## config.mk

```make
export PLATFORM = sky130hd
export DESIGN_NAME = httpread_payload_deframer_unit
export DESIGN_NICKNAME = d
export VERILOG_FILES = /design/src/rtl/core/hpd_pkg.sv /design/src/rtl/core/httpread_payload_deframer_unit.sv
export SDC_FILE = /design/constraint.sdc
export NUM_CORES = 1
export LEC_CHECK = 0
export BUFFER_PORTS_ARGS = -buffer_cell sky130_fd_sc_hd__clkbuf_2
export CAP_MARGIN = 20
export CORE_MARGIN = 4
export CORE_UTILIZATION = 50
export CTS_CLUSTER_DIAMETER = 50
export CTS_CLUSTER_SIZE = 10
export DETAILED_ROUTE_END_ITERATION = 10
export PLACE_DENSITY = 0.77
export SYNTH_ARGS = -nofsm -noshare
export SYNTH_HDL_FRONTEND = slang
export SYNTH_SLANG_ARGS = --single-unit
```

## constraint.sdc

```tcl
create_clock -name clk -period 6.4 [get_ports clk]
set_clock_uncertainty 0.2 [all_clocks]
set_input_delay 0.64 -clock clk [delete_from_list [all_inputs] [get_ports clk]]
set_output_delay 0.64 -clock clk [all_outputs]
set_load 0.05 [all_outputs]
```

## src/rtl/core/hpd_pkg.sv

```systemverilog
// Package: types, marker tables and codes of the HTTPREAD payload deframer.
package hpd_pkg;

  localparam int BUF_BYTES = 1024;
  localparam logic [10:0] LEN_CAP = 11'd1024;
  localparam logic [10:0] LIMIT_CAP = (BUF_BYTES < 1024) ? 11'(BUF_BYTES) : LEN_CAP;

  localparam int HOLD_DEPTH = 14;
  localparam logic [3:0] HOLD_FULL = 4'd14;
  localparam logic [3:0] START_LAST = 4'd15;
  localparam logic [3:0] END_LAST = 4'd13;

  localparam logic [1:0] PH_START = 2'd0;
  localparam logic [1:0] PH_CRLF = 2'd1;
  localparam logic [1:0] PH_DATA = 2'd2;
  localparam logic [1:0] PH_DONE = 2'd3;

  localparam logic [2:0] ST_OK = 3'd0;
  localparam logic [2:0] ST_NO_START = 3'd1;
  localparam logic [2:0] ST_NO_END = 3'd2;
  localparam logic [2:0] ST_EMPTY = 3'd3;
  localparam logic [2:0] ST_TOO_LONG = 3'd4;

  localparam logic [7:0] CH_CR = 8'h0D;
  localparam logic [7:0] CH_LF = 8'h0A;
  localparam logic [7:0] CH_PLUS = 8'h2B;

  localparam int FIFO_DEPTH = 4;

  typedef struct packed {
    logic        last;
    logic [10:0] len;
    logic [2:0]  st;
    logic [7:0]  data;
    logic        kind;
  } result_t;

  // "+HTTPREAD: DATA,"
  function automatic logic [7:0] start_char(input logic [3:0] idx);
    logic [7:0] c;
    case (idx)
      4'd0:    c = 8'h2B;
      4'd1:    c = 8'h48;
      4'd2:    c = 8'h54;
      4'd3:    c = 8'h54;
      4'd4:    c = 8'h50;
      4'd5:    c = 8'h52;
      4'd6:    c = 8'h45;
      4'd7:    c = 8'h41;
      4'd8:    c = 8'h44;
      4'd9:    c = 8'h3A;
      4'd10:   c = 8'h20;
      4'd11:   c = 8'h44;
      4'd12:   c = 8'h41;
      4'd13:   c = 8'h54;
      4'd14:   c = 8'h41;
      4'd15:   c = 8'h2C;
      default: c = 8'h00;
    endcase
    return c;
  endfunction

  // CR LF "+HTTPREAD: 0"
  function automatic logic [7:0] end_char(input logic [3:0] idx);
    logic [7:0] c;
    case (idx)
      4'd0:    c = 8'h0D;
      4'd1:    c = 8'h0A;
      4'd2:    c = 8'h2B;
      4'd3:    c = 8'h48;
      4'd4:    c = 8'h54;
      4'd5:    c = 8'h54;
      4'd6:    c = 8'h50;
      4'd7:    c = 8'h52;
      4'd8:    c = 8'h45;
      4'd9:    c = 8'h41;
      4'd10:   c = 8'h44;
      4'd11:   c = 8'h3A;
      4'd12:   c = 8'h20;
      4'd13:   c = 8'h30;
      default: c = 8'h00;
    endcase
    return c;
  endfunction

endpackage

```

## src/rtl/core/httpread_payload_deframer_unit.sv

```systemverilog
// Top level: HTTPREAD response payload deframer with status reporting.
//
// channel | dir | tdata                              | tuser | tlast
// s_axis  | in  | [7:0] in_byte                      | -     | last_byte
// m_axis  | out | [7:0] byte [10:8] status [21:11] len | kind  | is_last
// cfg     | in  | cfg_wdata = max_len, on cfg_we     | -     | -
//
// One input transaction a cycle: input register, one pass of match logic,
// then a 4-entry result queue. A final byte can push two results, so the
// queue must have two free entries before a byte leaves the input register.
// rst is synchronous; it clears control state and sets max_len to 1024.
// A stalled m_axis backs up into s_axis tready through the queue.
module httpread_payload_deframer_unit
  import hpd_pkg::*;
(
  input  logic        clk,
  input  logic        rst,
  input  logic        s_axis_tvalid,
  output logic        s_axis_tready,
  input  logic [7:0]  s_axis_tdata,   // [7:0] in_byte
  input  logic        s_axis_tlast,
  output logic        m_axis_tvalid,
  input  logic        m_axis_tready,
  output logic [23:0] m_axis_tdata,   // [7:0] out_byte, [10:8] status,
                                      // [21:11] payload_length, [23:22] zero
  output logic [0:0]  m_axis_tuser,   // [0] out_kind
  output logic        m_axis_tlast,
  input  logic        cfg_we,
  input  logic [10:0] cfg_wdata
);

  localparam int PW = $clog2(FIFO_DEPTH);

  logic [10:0] max_len;

  logic        stage_valid;
  logic [7:0]  stage_data;
  logic        stage_last;
  logic        advance;

  logic [1:0]  phase, phase_next;
  logic [3:0]  spos, spos_next;
  logic [3:0]  epos, epos_next;
  logic [3:0]  fill, fill_next;
  logic [10:0] count, count_next;
  logic [2:0]  fstat, fstat_next;
  logic [7:0]  hb [HOLD_DEPTH];
  logic [7:0]  hb_next [HOLD_DEPTH];

  logic [10:0] lim;
  logic        emit;
  result_t     pay_item, stat_item;
  logic [2:0]  st;
  logic [10:0] len;

  result_t     fifo [FIFO_DEPTH];
  logic [PW-1:0] wr_ptr, rd_ptr;
  logic [PW:0]   fifo_cnt;
  logic          pop;
  logic [1:0]    push_n;

  assign lim = (max_len > LIMIT_CAP) ? LIMIT_CAP : max_len;
  assign advance = stage_valid && (fifo_cnt <= (PW+1)'(FIFO_DEPTH - 2));
  assign s_axis_tready = !stage_valid || advance;

  always_ff @(posedge clk) begin
    if (rst) begin
      max_len <= LEN_CAP;
    end else if (cfg_we) begin
      max_len <= cfg_wdata;
    end
  end

  always_ff @(posedge clk) begin
    if (rst) begin
      stage_valid <= 1'b0;
    end else if (s_axis_tready) begin
      stage_valid <= s_axis_tvalid;
    end
  end

  always_ff @(posedge clk) begin
    if (s_axis_tready && s_axis_tvalid) begin
      stage_data <= s_axis_tdata;
      stage_last <= s_axis_tlast;
    end
  end

  always_comb begin
    phase_next = phase;
    spos_next  = spos;
    epos_next  = epos;
    fill_next  = fill;
    count_next = count;
    fstat_next = fstat;
    hb_next    = hb;
    emit       = 1'b0;
    st         = ST_OK;
    len        = '0;

    case (phase)
      PH_START: begin
        if (stage_data == start_char(spos)) begin
          if (spos == START_LAST) begin
            phase_next = PH_CRLF;
            spos_next  = '0;
          end else begin
            spos_next = spos + 4'd1;
          end
        end else begin
          spos_next = (stage_data == CH_PLUS) ? 4'd1 : 4'd0;
        end
      end
      PH_CRLF: begin
        if (stage_data == (spos[0] ? CH_LF : CH_CR)) begin
          if (spos[0]) begin
            phase_next = PH_DATA;
            spos_next  = '0;
            epos_next  = '0;
            fill_next  = '0;
            count_next = '0;
          end else begin
            spos_next = 4'd1;
          end
        end else begin
          spos_next = (stage_data == CH_CR) ? 4'd1 : 4'd0;
        end
      end
      PH_DATA: begin
        if (fill == HOLD_FULL) begin
          emit = (count < lim);
          if (count <= LEN_CAP) begin
            count_next = count + 11'd1;
          end
          for (int i = 0; i < HOLD_DEPTH - 1; i++) begin
            hb_next[i] = hb[i+1];
          end
          hb_next[HOLD_DEPTH-1] = stage_data;
        end else begin
          hb_next[fill] = stage_data;
          fill_next = fill + 4'd1;
        end
        if (stage_data == end_char(epos)) begin
          if (epos == END_LAST) begin
            phase_next = PH_DONE;
            epos_next  = '0;
            fill_next  = '0;
            if (count_next == 11'd0) begin
              fstat_next = ST_EMPTY;
            end else if (count_next > lim) begin
              fstat_next = ST_TOO_LONG;
            end else begin
              fstat_next = ST_OK;
            end
          end else begin
            epos_next = epos + 4'd1;
          end
        end else begin
          epos_next = (stage_data == CH_CR) ? 4'd1 : 4'd0;
        end
      end
      default: begin
      end
    endcase

    case (phase_next)
      PH_START, PH_CRLF: st = ST_NO_START;
      PH_DATA:           st = ST_NO_END;
      default:           st = fstat_next;
    endcase
    if (st == ST_OK || st == ST_TOO_LONG) begin
      len = (count_next > LEN_CAP) ? LEN_CAP : count_next;
    end

    if (stage_last) begin
      phase_next = PH_START;
      spos_next  = '0;
      epos_next  = '0;
      fill_next  = '0;
      count_next = '0;
      fstat_next = ST_OK;
    end
  end

  always_comb begin
    pay_item      = '0;
    pay_item.data = hb[0];
    stat_item      = '0;
    stat_item.kind = 1'b1;
    stat_item.st   = st;
    stat_item.len  = len;
    stat_item.last = 1'b1;
  end

  always_ff @(posedge clk) begin
    if (rst) begin
      phase <= PH_START;
      spos  <= '0;
      epos  <= '0;
      fill  <= '0;
      count <= '0;
      fstat <= ST_OK;
    end else if (advance) begin
      phase <= phase_next;
      spos  <= spos_next;
      epos  <= epos_next;
      fill  <= fill_next;
      count <= count_next;
      fstat <= fstat_next;
    end
  end

  always_ff @(posedge clk) begin
    if (advance) begin
      hb <= hb_next;
    end
  end

  // Result queue
  assign pop    = m_axis_tvalid && m_axis_tready;
  assign push_n = advance ? ({1'b0, emit} + {1'b0, stage_last}) : 2'd0;

  always_ff @(posedge clk) begin
    if (advance) begin
      if (emit) begin
        fifo[wr_ptr] <= pay_item;
      end
      if (stage_last) begin
        fifo[wr_ptr + PW'(emit)] <= stat_item;
      end
    end
  end

  always_ff @(posedge clk) begin
    if (rst) begin
      wr_ptr   <= '0;
      rd_ptr   <= '0;
      fifo_cnt <= '0;
    end else begin
      wr_ptr   <= wr_ptr + PW'(push_n);
      rd_ptr   <= rd_ptr + PW'(pop);
      fifo_cnt <= fifo_cnt + (PW+1)'(push_n) - (PW+1)'(pop);
    end
  end

  assign m_axis_tvalid   = (fifo_cnt != '0);
  assign m_axis_tdata    = {2'b00, fifo[rd_ptr].len, fifo[rd_ptr].st, fifo[rd_ptr].data};
  assign m_axis_tuser[0] = fifo[rd_ptr].kind;
  assign m_axis_tlast    = fifo[rd_ptr].last;

endmodule

```

== After elaboration in Yosys (flattened, before gate mapping) ==
Memory sizes are Yosys's and may differ from the RTL's. A register that Yosys moved wholly into a read port is not among the register bits.
Cells that the tools add are included.
Word-level totals
  bits in registers: 168
  bits in writable memories: 96
  bits in read-only memories: 224
  output and inout bits: 28
  word-level logic and storage cells: 147
  memories kept: 3
Cells by class
  add/sub/neg operators: 10
  order comparisons: 8
  equal/unequal tests: 15
  multiplexer cells: 65
  bitwise logic cells: 1
  reduce and logical (&&, ||, !) cells: 18
Memory list
  (name not given): depth 16, width 7, read ports 1, clocked after Yosys merged registers in 1, write ports 0, RTL line hpd_pkg.sv:41  | case (idx)
  (name not given): depth 16, width 7, read ports 1, clocked after Yosys merged registers in 1, write ports 0, RTL line hpd_pkg.sv:66  | case (idx)
  fifo: depth 4, width 24, read ports 1, clocked after Yosys merged registers in 1, write ports 2, RTL line httpread_payload_deframer_unit.sv:56  | result_t fifo [FIFO_DEPTH];
Operators with widths (count)
  112-bit bitwise mux: 1
  112-bit two-way mux: 1
  11-bit two-way mux: 9
  4-bit two-way mux: 17
  8-bit demux with 4-bit select: 1
  8-bit two-way mux: 3
  4-bit case mux with 2 select lines: 3
  11-bit greater-than comparator, second input constant: 2
  11-bit case mux with 2 select lines: 1
  3-bit two-way mux: 7
  2-bit two-way mux: 9
  8-bit equality test: 2
  4-bit by 1-bit adder with 4-bit output, second input constant: 3
  4-bit equality test, second input constant: 3
  11-bit by 1-bit adder with 11-bit output, second input constant: 1
  11-bit greater-than comparator: 1
  11-bit less-or-equal comparator, second input constant: 1
  11-bit zero test: 1
  11-bit < comparator: 1
  1-bit two-way mux: 11
  3-bit nonzero test: 3
  8-bit by 4-bit equality test with 1-bit output: 1
  8-bit by 4-bit equality test with 1-bit output, second input constant: 1
  8-bit by 6-bit equality test with 1-bit output, second input constant: 1
  other kinds (23): 33

== Depth between registers and ports, before layout ==
Gate-level depths: netlist (run 1).
  word-level depth: 14
  gate-level depth with buffers: 18
  depth with buffers taken out: 17

== Worst setup path after synthesis (run 1) ==
Ideal clock, no wire load.
  kind: flip-flop to flip-flop
  start point: register count[0]
  end point: memory fifo[0][11] (netlist bit), data pin
  arrival: 3.267 ns
  data required time: 5.935 ns
  setup slack: 2.668 ns
  stages on the path, launching flop included: 15
  path buffers: 1
  clock period less this slack: 3.732 ns
  cell sequence: dfxtp_1 > clkbuf_1 > inv_1 > ha_1 > or3b_2 > o41a_1 > or3_4 > nand2_1 > ha_1 > a211oi_1 > nand2_1 > a221oi_1 > a211oi_1 > a31oi_1 > nor2_1
RTL lines
  from (decl): RTL line httpread_payload_deframer_unit.sv:45  | logic [10:0] count, count_next;
  from (signal assigned): RTL line httpread_payload_deframer_unit.sv:208  | count <= count_next;
  to (decl): RTL line httpread_payload_deframer_unit.sv:56

==> results of run 1 <==
==> flip-flops by register name (all words and copies together) (netlist names), named ones only <==
signal / cells
count: 11
stage_valid: 1
stage_last: 1
fifo_cnt: 3
epos: 4
phase: 2
fstat: 3
max_len: 11
wr_ptr: 2
hb: 112
spos: 4
fifo: 92
rd_ptr: 2
fill: 4
stage_data: 8
==> Yosys cell counts, types with 20 or more instances <==
cell type,instances,area [µm²]
ha_1,51,638
xor2_1,20,175
mux4_2,23,518
and2_1,27,169
nor4_1,43,269
inv_1,35,131
a22o_1,90,788
nand2_1,44,165
a21oi_1,36,180
clkbuf_1,63,236
edfxtp_1,177,5320
o21ai_0,25,125
nand4_1,20,125
dfxtp_1,97,1940
buf_1,21,78.8
nand3_1,23,115
mux2i_1,62,621
nor2_1,152,571
==> worst paths after layout <==
kind                                               start                 endpoint  depth (start not counted)
worst min-delay path                     s_axis_tdata[3]  stage_data[3]$_DFFE_PP_                          1
worst min register to register   fifo[0][0]$_SDFFE_PP1P_  fifo[0][0]$_SDFFE_PP1P_                          2
worst max register to register  max_len[10]$_SDFFE_PP1P_    fifo[3][11]$_DFFE_PP_                         11
worst max-delay path            max_len[10]$_SDFFE_PP1P_    fifo[3][11]$_DFFE_PP_                         11
==> metal layers <==
metal | vias to the layer above | global-route usage, %
li1 | 4492 | -
met1 | 4645 | 30.3
met2 | 345 | 33.2
met3 | 63 | 3.43
met4 | 0 | 5.85
met5 | - | 0
==> worst reg2reg max path, cell delays in order, from the launching register on <==
cell	delay, ns
dfxtp_1	0.32
inv_1	0.25
nand2_1	0.16
ha_1	0.32
a21o_1	0.10
a21oi_1	0.07
a21boi_0	0.62
a21oi_1	0.25
ha_1	0.27
xor2_1	0.33
nand4_1	0.60
nand2_1	0.73
==> through the flow <==
step	worst slack, ns	power (mW)
after CTS	1.82	4.30
after global placement	2.09	2.48
after global routing	1.43	4.41
after floorplan	2.67	2.36
final	1.79	4.27
after detailed placement	1.87	2.49
==> kinds of logic (layout without fill, tap and decap cells) <==
kind of cell | Yosys count | count (layout) | share of synthesized area (%)
other cells | 1 | 2 | 0.0276
xor+xnor | 32 | 32 | 2.07
compound gates | 230 | 230 | 12.8
flops | 274 | 274 | 53.5
fa+ha+maj | 52 | 52 | 4.85
mux | 86 | 86 | 8.48
buf+inv | 131 | 164 | 4.01
simple gates | 383 | 383 | 14.3
==> cell type report <==
cell class	instances	area share [%]
Tap cell	341	2.84
Multi-Input combinational cell	785	38.4
Sequential cell	274	48.3
Clock buffer	56	6.70
Clock inverter	8	0.425
Inverter	36	0.900
Timing Repair Buffer	64	2.35
==> report_power, final <==
| group | switching (mW) | internal, mW |
|---|---|---|
| logic | 0.340 | 0.170 |
| registers | 0.0465 | 1.90 |
| clock network | 0.730 | 1.08 |
| total | 1.12 | 3.15 |
==> flow_metrics.env, run 1 <==
export IMPL_run_status="finished, final reports clean"
export IMPL_dp_cells=1500
export IMPL_worstSetupPathType="reg2reg"
export IMPL_ys_ff_latch=274
export IMPL_path_delay_family="simple AND/OR/NAND/NOR gates"
export IMPL_slew_viol_final=0
export IMPL_holdBufCountCts=0
export IMPL_rows=60
export IMPL_rsz0062_at_grt="no"
export IMPL_start_util_pct=50.6
export IMPL_post_cts_resized=0
export IMPL_grt_max_degree=56
export IMPL_layout_area_seq_um2=7260
export IMPL_n_antenna_cell=0
export IMPL_cts_post_setup_buffers_inserted=0
export IMPL_dp_hpwl_um=21000
export IMPL_h_tree_depth=2
export IMPL_grt_overflow=0
export IMPL_peakVddDrop_mv=0.251
export IMPL_die_height_um=173
export IMPL_gp_congestion=0.937
export IMPL_avgSynthCellArea_um2=11.4
export IMPL_path_max_fanout=15
export IMPL_synth_distinct_cells=74
export IMPL_clk_path_buf_depth=3
export IMPL_clock_tree_root_cell="clkbuf_16"
export IMPL_yosysSeqAreaShare_pct=53.5
export IMPL_power_density_nw_per_um2=285
export IMPL_tritoncts="built"
export IMPL_grt_util_all_layers_pct=21.0
export IMPL_topRoutingLayerUsed="met4"
export IMPL_hold_ws_ns=0.105
export IMPL_layout_nets=1274
export IMPL_max_freq_mhz=217
export IMPL_drtPass1Iterations=6
export IMPL_path_buf_inv=1
export IMPL_vias=9545
export IMPL_synth_flop_cell="edfxtp_1"
export IMPL_setup_viol=0
export IMPL_route_detailed_drc=0
export IMPL_cp_start_kind="flop"
export IMPL_clk_latency_ns=0.51
export IMPL_routed_via_density=6.10
export IMPL_nFillCells=2209
export IMPL_stdcell_area_um2=15000
export IMPL_slowest_stage="nand2_1"
export IMPL_io_buffers=50
export IMPL_synth_edf_count=177
export IMPL_grt_pass1_vias=9421
export IMPL_ff2ff_setup_slack_ns=1.79
export IMPL_timing_max_slew_rel_slack_pct=33.9
export IMPL_drive_above_1_share_pct=12.4
export IMPL_multiInputGateArea_um2=5770
export IMPL_cap_violations=0
export IMPL_hold_class="in2reg"
export IMPL_wl_met3_um=1980
export IMPL_placed_cell_area_um2=13900
export IMPL_utilization_pct=56.0
export IMPL_dieArea_um2=29800
export IMPL_finalCritPeriodShare_pct=72.0
export IMPL_syn_instance_count=1189
export IMPL_die_w_um=173
export IMPL_synth_async_sr_flop_share_pct=0
export IMPL_fp_coreArea_um2=26800
export IMPL_yosysWarnings=0
export IMPL_drtIter0Drc=1065
export IMPL_wl_per_cell_um=20.4
export IMPL_cts_num_sinks=274
export IMPL_wirelength_um=31900
export IMPL_met1_length_um=14500
export IMPL_crit_required_ns=6.33
export IMPL_critPathCaptureType="flop"
export IMPL_finalHoldViolCount=0
export IMPL_io_pins=53
export IMPL_clk_pin_slew_ns=0.06
export IMPL_tightest_slew_ns=0.992
export IMPL_p_leak_nw=5.45
export IMPL_final_common_cell="edfxtp_1"
export IMPL_drtAntennaViolNets=0
export IMPL_final_cell_mix="edfxtp_1 (177), nor2_1 (152), dfxtp_1 (97), a22o_1 (90), mux2i_1 (62)"
export IMPL_dr_wl_met2_um=14800
export IMPL_min_period_ns=4.61
export IMPL_crit_chain="inv_1 -> nand2_1 -> ha_1 -> a21o_1 -> a21oi_1 -> a21boi_0 -> a21oi_1 -> ha_1 -> xor2_1 -> nand4_1 -> nand2_1"
export IMPL_cp_arrival_ns=4.53
export IMPL_fin_tns_setup_ns=0
export IMPL_grt_pass1_wl_um=51600
export IMPL_netlist_area_um2=13600
export IMPL_max_stage_delay_ns=0.73
export IMPL_antenna_found_initial=0
export IMPL_cts_buffers=36
export IMPL_area_growth_pct=10.7
export IMPL_final_cells=1564
No activity file was read; power rests on OpenSTA's default activity.
==> run 2: changes to the inputs <==
- clock period: 6.4 -> 4.7 ns (I/O delays scaled with it)
==> flow_metrics.env, run 2 (synthesis results as in run 1) <==
export IMPL_grt_max_degree=55
export IMPL_cpMostUsedCell="ha_1"
export IMPL_rr_worst_depth=12
export IMPL_largest_register_ffs=112
export IMPL_routed_via_density=6.06
export IMPL_layout_nets=1298
export IMPL_path_depth=12
export IMPL_grt_pass1_wl_um=50100
export IMPL_area_growth_pct=12.9
export IMPL_timing_max_slew_rel_slack_pct=31.8
export IMPL_power_density_nw_per_um2=394
export IMPL_grt_util_all_layers_pct=20.2
export IMPL_drive_above_1_share_pct=13.2
export IMPL_cts_post_setup_buffers_inserted=0
export IMPL_path_delay_family="compound AO/OA/AOI/OAI gates"
export IMPL_nFillCells=2169
export IMPL_crit_required_ns=4.74
export IMPL_run_status="finished, final reports clean"
export IMPL_min_period_ns=4.24
export IMPL_whs_path_depth=3
export IMPL_cp_start_kind="flop"
export IMPL_clk_path_buf_depth=3
export IMPL_min_from="cfg_wdata[5]"
export IMPL_grt_overflow=0
export IMPL_layout_setup_ws_ns=0.463
export IMPL_worstReg2RegStart="fill[0]$_SDFFE_PP0P_"
export IMPL_dieArea_um2=29800
export IMPL_drtIter0Drc=999
export IMPL_slew_viol_final=0
export IMPL_hold_class="in2reg"
export IMPL_holdBufCountCts=12
export IMPL_drtPass1Iterations=5
export IMPL_clk_latency_ns=0.51
export IMPL_antenna_found_initial=0
export IMPL_cp_arrival_ns=4.28
export IMPL_max_freq_mhz=236
export IMPL_p_leak_nw=5.68
export IMPL_drtAntennaViolNets=0
export IMPL_fp_coreArea_um2=26800
export IMPL_setup_viol=0
export IMPL_io_pins=53
export IMPL_cts_buffers=36
export IMPL_slowest_stage="o31ai_1"
export IMPL_h_tree_depth=2
export IMPL_rsz0062_at_grt="no"
export IMPL_finalCritPeriodShare_pct=90.2
export IMPL_tritoncts="built"
export IMPL_rows=60
export IMPL_grt_pass1_vias=9378
export IMPL_cts_num_sinks=274
export IMPL_fin_tns_setup_ns=0
export IMPL_peakVddDrop_mv=0.435
export IMPL_die_height_um=173
export IMPL_critPathCaptureType="flop"
export IMPL_path_buf_inv=1
export IMPL_start_util_pct=50.6
export IMPL_cap_violations=0
export IMPL_vias=9615
export IMPL_top_register="hb"
export IMPL_worstSetupPathType="reg2reg"
export IMPL_die_w_um=173
export IMPL_dp_hpwl_um=20600
export IMPL_final_common_cell="edfxtp_1"
export IMPL_finalHoldViolCount=0
export IMPL_gp_congestion=0.893
export IMPL_crit_chain="inv_1 -> ha_1 -> nand4_1 -> or3_1 -> o31ai_1 -> ha_1 -> o21ai_0 -> a21oi_1 -> a221oi_1 -> a211oi_1 -> a31oi_1 -> nor2_1"
export IMPL_layout_area_seq_um2=7260
export IMPL_post_cts_resized=0
export IMPL_tightest_slew_ns=1.02
export IMPL_clock_tree_root_cell="clkbuf_16"
export IMPL_preCtsSetupSlack_ns=0.463
export IMPL_n_antenna_cell=0
export IMPL_path_max_fanout=10
export IMPL_io_buffers=50
export IMPL_clk_pin_slew_ns=0.06
export IMPL_route_detailed_drc=0
export IMPL_wirelength_um=30500
export IMPL_max_stage_delay_ns=0.60
export IMPL_final_cell_mix="edfxtp_1 (177), nor2_1 (152), dfxtp_1 (97), a22o_1 (90), mux2i_1 (62)"
export IMPL_startpoint="fill[0]$_SDFFE_PP0P_"
export IMPL_reg_top3="hb (112), fifo (92)"
export IMPL_wl_per_cell_um=19.2
export IMPL_multiInputGateArea_um2=5770
-- run 2: changes by cell type in the layout (fill, tap and decap cells not counted) --
cell / previous run / this run
bufinv_16: 0 / 3
clkinvlp_4: 2 / 0
buf_2: 1 / 0
clkinv_1: 1 / 0
clkbuf_1: 17 / 16
clkbuf_16: 36 / 38
clkinv_2: 1 / 2
clkbuf_8: 3 / 1
inv_4: 1 / 0
dlygate4sd3_1: 0 / 12
buf_4: 13 / 26
-- run 2: stage by stage --
| stage | util, % | instance area [µm²] | power [mW] | std cells | hold WS [ns] |
|---|---|---|---|---|---|
| floorplan | - | 13600 | 3.22 | 1190 | 0.219 |
| global placement | 52.4 | 14000 | 3.39 | 1512 | 0.240 |
| detailed placement | 52.4 | 14000 | 3.40 | 1512 | 0.236 |
| CTS | 57.1 | 15300 | 6.06 | 1587 | 0.00432 |
| global route | 57.1 | 15300 | 6.22 | 1587 | 0.0214 |
| finish | 57.1 | 15300 | 6.03 | 1587 | 0.0176 |
-- run 2: layout make-up --
| type | count | share of cell area (%) |
|---|---|---|
| clock buffers | 55 | 6.69 |
| clock inverters | 8 | 0.874 |
| inverters | 36 | 0.882 |
| multi-input cells | 785 | 37.7 |
| flip-flops and latches | 274 | 47.4 |
| well taps | 341 | 2.79 |
| repair buffers | 88 | 3.69 |
-- run 2: per-layer routing --
| layer | routed length (µm) | GRT usage [%] | up-vias |
|---|---|---|---|
| met2 | 14000 | 31.7 | 335 |
| met4 | 672 | 5.62 | 0 |
| met3 | 1830 | 3.50 | 56 |
| met1 | 14000 | 29.3 | 4686 |
| met5 | 0 | 0 | - |
| li1 | - | - | 4538 |
-- run 2: worst paths after layout --
kind / endpoint / slack, ns
max: fifo[0][11]$_DFFE_PP_ / 0.46
min: max_len[5]$_SDFFE_PP0P_ / 0.02
max reg2reg: fifo[0][11]$_DFFE_PP_ / 0.46
min reg2reg: fifo[3][0]$_SDFFE_PP1P_ / 0.25
-- run 2: worst register-to-register path, stage by stage (launching register included) --
cell and delay, ns:
dfxtp_1 0.35, inv_1 0.11, ha_1 0.39, nand4_1 0.33, or3_1 0.49, o31ai_1 0.60
ha_1 0.39, o21ai_0 0.17, a21oi_1 0.11, a221oi_1 0.26, a211oi_1 0.18, a31oi_1 0.34
nor2_1 0.08
-- run 2: report_power, final --
group | switching (mW) | leakage, nW | internal [mW] | total (mW)
Clock | 0.998 | 0.561 | 1.67 | 2.67
Sequential | 0.106 | 2.41 | 2.59 | 2.69
Combinational | 0.419 | 2.70 | 0.245 | 0.665
Total | 1.52 | 5.68 | 4.50 | 6.03
